File: src/rtl/core/tsb_pkg.sv
// Shared types and constants for the text screen buffer.
`timescale 1ns / 1ps

package tsb_pkg;

   // Command codes
   localparam logic [2:0] CMD_CLEAR_ALL  = 3'd0;
   localparam logic [2:0] CMD_PUT_CHAR   = 3'd1;
   localparam logic [2:0] CMD_NEWLINE    = 3'd2;
   localparam logic [2:0] CMD_BACKSPACE  = 3'd3;
   localparam logic [2:0] CMD_CLEAR_LINE = 3'd4;
   localparam logic [2:0] CMD_READ_CELL  = 3'd5;

   // Character codes
   localparam logic [7:0] SPACE_CODE   = 8'h20;
   localparam logic [7:0] NEWLINE_CODE = 8'h0A;

   // Sequencer states
   typedef enum logic [2:0] {
      ST_INIT,
      ST_IDLE,
      ST_FILL,
      ST_SCROLL,
      ST_SCROLL_TAIL,
      ST_READ_WAIT,
      ST_DONE
   } state_type;

   // Cell walker control, sized for the largest screen
   typedef struct packed {
      logic       start;
      logic       step;
      logic [4:0] first_row;
      logic [4:0] last_row;
   } sweep_ctl_type;

   // Cell walker position
   typedef struct packed {
      logic [4:0] row;
      logic [6:0] col;
      logic       last;
   } sweep_stat_type;

endpackage

File: src/rtl/core/tsb_sweep.sv
// Cell walker: steps row by row, column by column over a range of screen rows.
`timescale 1ns / 1ps

module tsb_sweep #(
   parameter int COLUMNS   = 80,
   parameter int TEXT_ROWS = 24
) (
   input  logic                    clock,
   input  logic                    reset,
   input  tsb_pkg::sweep_ctl_type  ctl,
   output tsb_pkg::sweep_stat_type stat
);
   import tsb_pkg::*;

   localparam int CW = $clog2(COLUMNS);
   localparam int RW = $clog2(TEXT_ROWS);
   localparam logic [CW-1:0] COL_LAST = CW'(COLUMNS - 1);
   localparam logic [RW-1:0] ROW_LAST = RW'(TEXT_ROWS - 1);

   logic [RW-1:0] row_ff, row_in;
   logic [CW-1:0] col_ff, col_in;
   logic [RW-1:0] last_row_ff, last_row_in;

   // Next position: load on start, else advance with column wrap
   always_comb begin
      row_in      = row_ff;
      col_in      = col_ff;
      last_row_in = last_row_ff;
      if (ctl.start) begin
         row_in      = ctl.first_row[RW-1:0];
         col_in      = '0;
         last_row_in = ctl.last_row[RW-1:0];
      end else if (ctl.step) begin
         if (col_ff == COL_LAST) begin
            col_in = '0;
            row_in = row_ff + RW'(1);
         end else begin
            col_in = col_ff + CW'(1);
         end
      end
   end

   // Reset leaves the walker set up for the power-on clearing pass
   always_ff @(posedge clock) begin
      if (reset) begin
         row_ff      <= '0;
         col_ff      <= '0;
         last_row_ff <= ROW_LAST;
      end else begin
         row_ff      <= row_in;
         col_ff      <= col_in;
         last_row_ff <= last_row_in;
      end
   end

   assign stat.row  = 5'(row_ff);
   assign stat.col  = 7'(col_ff);
   assign stat.last = (row_ff == last_row_ff) && (col_ff == COL_LAST);

endmodule

File: config.mk
export PLATFORM = sky130hd
export DESIGN_NAME = tsb_sweep
export DESIGN_NICKNAME = d
export VERILOG_FILES = /design/src/rtl/core/tsb_pkg.sv /design/src/rtl/core/tsb_sweep.sv
export SDC_FILE = /design/constraint.sdc
export NUM_CORES = 1
export LEC_CHECK = 0
export BUFFER_PORTS_ARGS = -buffer_cell sky130_fd_sc_hd__buf_2
export CAP_MARGIN = 25
export CELL_PAD_IN_SITES_DETAIL_PLACEMENT = 0
export CELL_PAD_IN_SITES_GLOBAL_PLACEMENT = 1
export CORE_ASPECT_RATIO = 2
export CORE_MARGIN = 2
export CORE_UTILIZATION = 33
export DETAILED_ROUTE_END_ITERATION = 16
export GPL_TIMING_DRIVEN = 0
export PLACE_DENSITY_LB_ADDON = 0.08
export SLEW_MARGIN = 20
export SYNTH_ARGS = -nofsm -noshare
export SYNTH_HDL_FRONTEND = slang
export SYNTH_SLANG_ARGS = --single-unit
export TNS_END_PERCENT = 50
File: constraint.sdc
create_clock -name clock -period 1.3 [get_ports clock]
set_input_delay 0.26 -clock clock [delete_from_list [all_inputs] [get_ports clock]]
set_output_delay 0.26 -clock clock [all_outputs]
set_load 0.02 [all_outputs]
Word-level counts from Yosys, hierarchy flattened:

Cells that the tools add are included.

* register bits: 17
* word-level logic and storage cells: 16

* add/sub/neg operators: 2
* equality and inequality tests: 2
* muxes and demuxes: 4
* reductions and logical operators: 5

Operator list (number)
* $mux W5: 3
* $add A7 B1 Y7 const B: 1
* $eq A7 B7 Y1 const B: 1
* $mux W7: 1
* $add A5 B1 Y5 const B: 1
* $eq A5 B5 Y1: 1
* $reduce_bool A2 Y1: 2
* $reduce_and A2 Y1: 1
* $reduce_or A2 Y1: 1
* $logic_and A1 B1 Y1: 1

Logic depth before layout (Yosys ltp):

* depth in word-level cells: 4
* mapped depth: 4
* mapped depth without buffers: 4

Worst setup path before layout:

No wires, ideal clock.

* path type: register to output
* start point: register col_ff[6]
* end point: output stat[0] in the netlist's numbering
* arrival: 1.712 ns
* required time: 1.040 ns
* path slack: -0.672 ns
* cell stages (with the launch flop): 4
* path buffers: 1
* path through: dfxtp_1 or3b_1 buf_6 nor4_1

RTL lines
* start: declaration: line tsb_sweep.sv:21 `logic [CW-1:0] col_ff, col_in;`
* start signal: assignment: line tsb_sweep.sv:51 `col_ff <= col_in;`
* end: declaration: line tsb_sweep.sv:11 `output tsb_pkg::sweep_stat_type stat`

==> results.sh <==
export IMPL_fin_area_mm2=0.00131
export IMPL_antenna_found_initial=0
export IMPL_peakVddDrop_mv=0.426
export IMPL_cp_cell_sequence="or3b_1, buf_6, nor4_4, buf_4"
export IMPL_synthFlopType="dfxtp_1"
export IMPL_numCtsBuffers=3
export IMPL_final_hold_violation_count=0
export IMPL_slew_headroom=0.598
export IMPL_io_pins=27
export IMPL_total_power_mw=1.16
export IMPL_totalNegativeSetupSlack_ns=-1.80
export IMPL_outcome="finished, violations left"
export IMPL_crit_fanout=2
export IMPL_fin_nets=151
export IMPL_vias_per_cell=5.58
export IMPL_cts_tree="yes"
export IMPL_insertedDiodeCount=0
export IMPL_clk_latency_ns=0.26
export IMPL_period_needed_ns=1.66
export IMPL_post_place_ws_ns=-0.331
export IMPL_fp_dieH_um=79.5
export IMPL_core_rowCount=27
export IMPL_ys_seq_area_frac=0.362
export IMPL_setup_slack_ns=-0.362
export IMPL_die_w_um=41.8
export IMPL_avgSynthCellArea_um2=9.32
export IMPL_hold_buffers=0
export IMPL_wl_met3_um=90
export IMPL_gp_congestion=0.733
export IMPL_power_per_cell_area_mw_per_mm2=884
export IMPL_wl_per_cell_um=15.9
export IMPL_synth_enable_flop_cells=0
export IMPL_grt_pass1_vias=940
export IMPL_tightest_slew_ns=0.602
export IMPL_slew_viol_final=0
export IMPL_cp_arrival_ns=1.40
export IMPL_cp_required_ns=1.04
export IMPL_grt_ovfl_total=0
export IMPL_stdcell_count=163
export IMPL_ys_types=40
export IMPL_path_clk_slew_ns=0.07
export IMPL_cp_start_kind="flop"
export IMPL_r2r_setup_slack_ns=-0.22
export IMPL_die_area_mm2=0.00332
export IMPL_drive_gt1_frac=0.448
export IMPL_max_stage_delay_ns=0.38
export IMPL_violations="setup timing"
export IMPL_drc_errors=0
export IMPL_ys_warn_count=0
export IMPL_grt_total_usage=0.173
export IMPL_met1_length_um=940
export IMPL_ant_nets=0
export IMPL_grt_start_max_net_pins=11
export IMPL_first_pass_iters=4
export IMPL_crit_path_end_kind="output port"
export IMPL_fin_util=0.478
export IMPL_grt_first_pass_wirelength_um=4370
export IMPL_vias=909
export IMPL_synthArstFlopShare=0
export IMPL_path_buf_inv=2
export IMPL_grt_setup_unrepaired="true"
export IMPL_ys_ff_latch=17
export IMPL_holdWs_ns=0.207
export IMPL_route_met2_wl_um=1510
export IMPL_post_dp_hpwl_um=1930
export IMPL_cap_violations=0
export IMPL_core_area_mm2=0.00274
export IMPL_synth_area_um2=941
export IMPL_total_leakage_power_nw=0.536
export IMPL_ctsLongestPathBuffers=2
export IMPL_io_buffers=25
export IMPL_max_freq_mhz=602
export IMPL_area_growth_pct=39.1
export IMPL_start_util=0.344
export IMPL_synth_cells=101
export IMPL_maxUsedRoutingLayer="met4"
export IMPL_min_path_type="in -> reg"
export IMPL_worstSetupPathType="reg -> out"
export IMPL_finalCritPeriodShare=1.28
export IMPL_route_final_wire_length_um=2600
export IMPL_numClockSinks=17
export IMPL_cts_root_buffer="clkbuf_8"
export IMPL_drt_iter0_drc=17
export IMPL_dp_cells=155
export IMPL_syn_num_nets=117
export IMPL_finalSetupViolCount=11
export IMPL_slowest_stage="or3b_1"
export IMPL_htree_levels=1
export IMPL_worst_clock_skew_ns=0.000867
export IMPL_place_area_mm2=0.00116
export IMPL_crit_family="simple AND/OR/NAND/NOR gates"
[synth_stat cells (2+ instances only)]
| cell | n | area share |
|---|---|---|
| a31oi_1 | 2 | 0.013 |
| o211ai_1 | 3 | 0.024 |
| nand3b_1 | 2 | 0.016 |
| a211o_1 | 4 | 0.037 |
| or3_1 | 5 | 0.033 |
| nor2_1 | 5 | 0.020 |
| dfxtp_1 | 17 | 0.36 |
| nand2_1 | 6 | 0.024 |
| xor2_1 | 2 | 0.019 |
| nor4_1 | 3 | 0.020 |
| inv_1 | 3 | 0.012 |
| a211oi_1 | 2 | 0.016 |
| nand3_1 | 4 | 0.021 |
| a21oi_1 | 3 | 0.016 |
| ha_1 | 2 | 0.027 |
| nor2b_1 | 6 | 0.040 |
| xnor2_1 | 6 | 0.056 |
| o21ai_0 | 3 | 0.016 |
| a2111oi_0 | 2 | 0.019 |
[cell families (layout without fill, tap and decap cells)]
family	count (synthesis)	after routing	synth area share
xor+xnor	8	8	0.0745
flops	17	17	0.362
mux	1	1	0.0106
simple gates	42	42	0.271
buf+inv	8	41	0.0452
fa+ha+maj	2	2	0.0266
compound gates	23	23	0.210
[flip-flops by register name, indices dropped and copies added, names as in the netlist]
name         cells
last_row_ff      5
col_ff           7
row_ff           5
[layout by cell type (no fill, tap or decap), types with 2 or more instances in the layout]
master,count
nor4_4,3
nor2b_1,6
dfxtp_1,6
or3_1,5
nand3b_1,2
xor2_1,2
nor2_1,5
buf_2,25
dfxtp_4,4
clkbuf_1,2
a211o_1,4
a21oi_1,3
a211oi_1,2
xnor2_1,6
nand2_1,6
dfxtp_2,7
inv_1,3
o211ai_1,3
a31oi_1,2
nand3_1,3
buf_4,6
clkbuf_8,3
[metal layers]
| metal | vias up | GRT usage |
|---|---|---|
| li1 | 445 | - |
| met1 | 438 | 0.166 |
| met2 | 21 | 0.342 |
| met3 | 5 | 0.0226 |
| met4 | 0 | 0.0871 |
| met5 | - | 0 |
[timing repair]
action / CTS / global route
pin swaps: 5 / 1
buffers inserted: 4 / 0
resized for setup: 14 / 6
setup endpoints to repair: 10 / 11
[path summary, 6_finish.rpt]
path | from | to | cells after the start
setup / recovery | col_ff[4]$_SDFFE_PP0P_ | stat[0] | 4
hold / removal | ctl[2] | last_row_ff[2]$_SDFFE_PP1P_ | 2
hold reg to reg | col_ff[1]$_SDFFE_PP0P_ | col_ff[1]$_SDFFE_PP0P_ | 2
setup reg to reg | col_ff[4]$_SDFFE_PP0P_ | row_ff[4]$_SDFFE_PP0P_ | 5
[power by group]
group	switching, mW	internal, mW	total [mW]	leakage [nW]
clock	0.193	0.218	0.411	0.0228
sequential	0.0312	0.541	0.572	0.146
combinational	0.0927	0.0818	0.174	0.367
total	0.317	0.840	1.16	0.536
[cell type report]
cell class / instances / area [um2]
Sequential cell: 17 / 364
Timing Repair Buffer: 29 / 158
Clock buffer: 4 / 45.0
Inverter: 3 / 11.3
Multi-Input combinational cell: 76 / 663
Tap cell: 29 / 36.3
Buffer: 5 / 31.3
Fill cell: 273 / 1430
[worst register-to-register path, delay by kind of cell (launching register included)]
kind	cells	cell delay (ns)
buffers and inverters	2	0.33
flip-flops	1	0.34
AO/OA/AOI/OAI	2	0.35
AND/OR/NAND/NOR	1	0.38
Power figures use the tool's default switching activity.
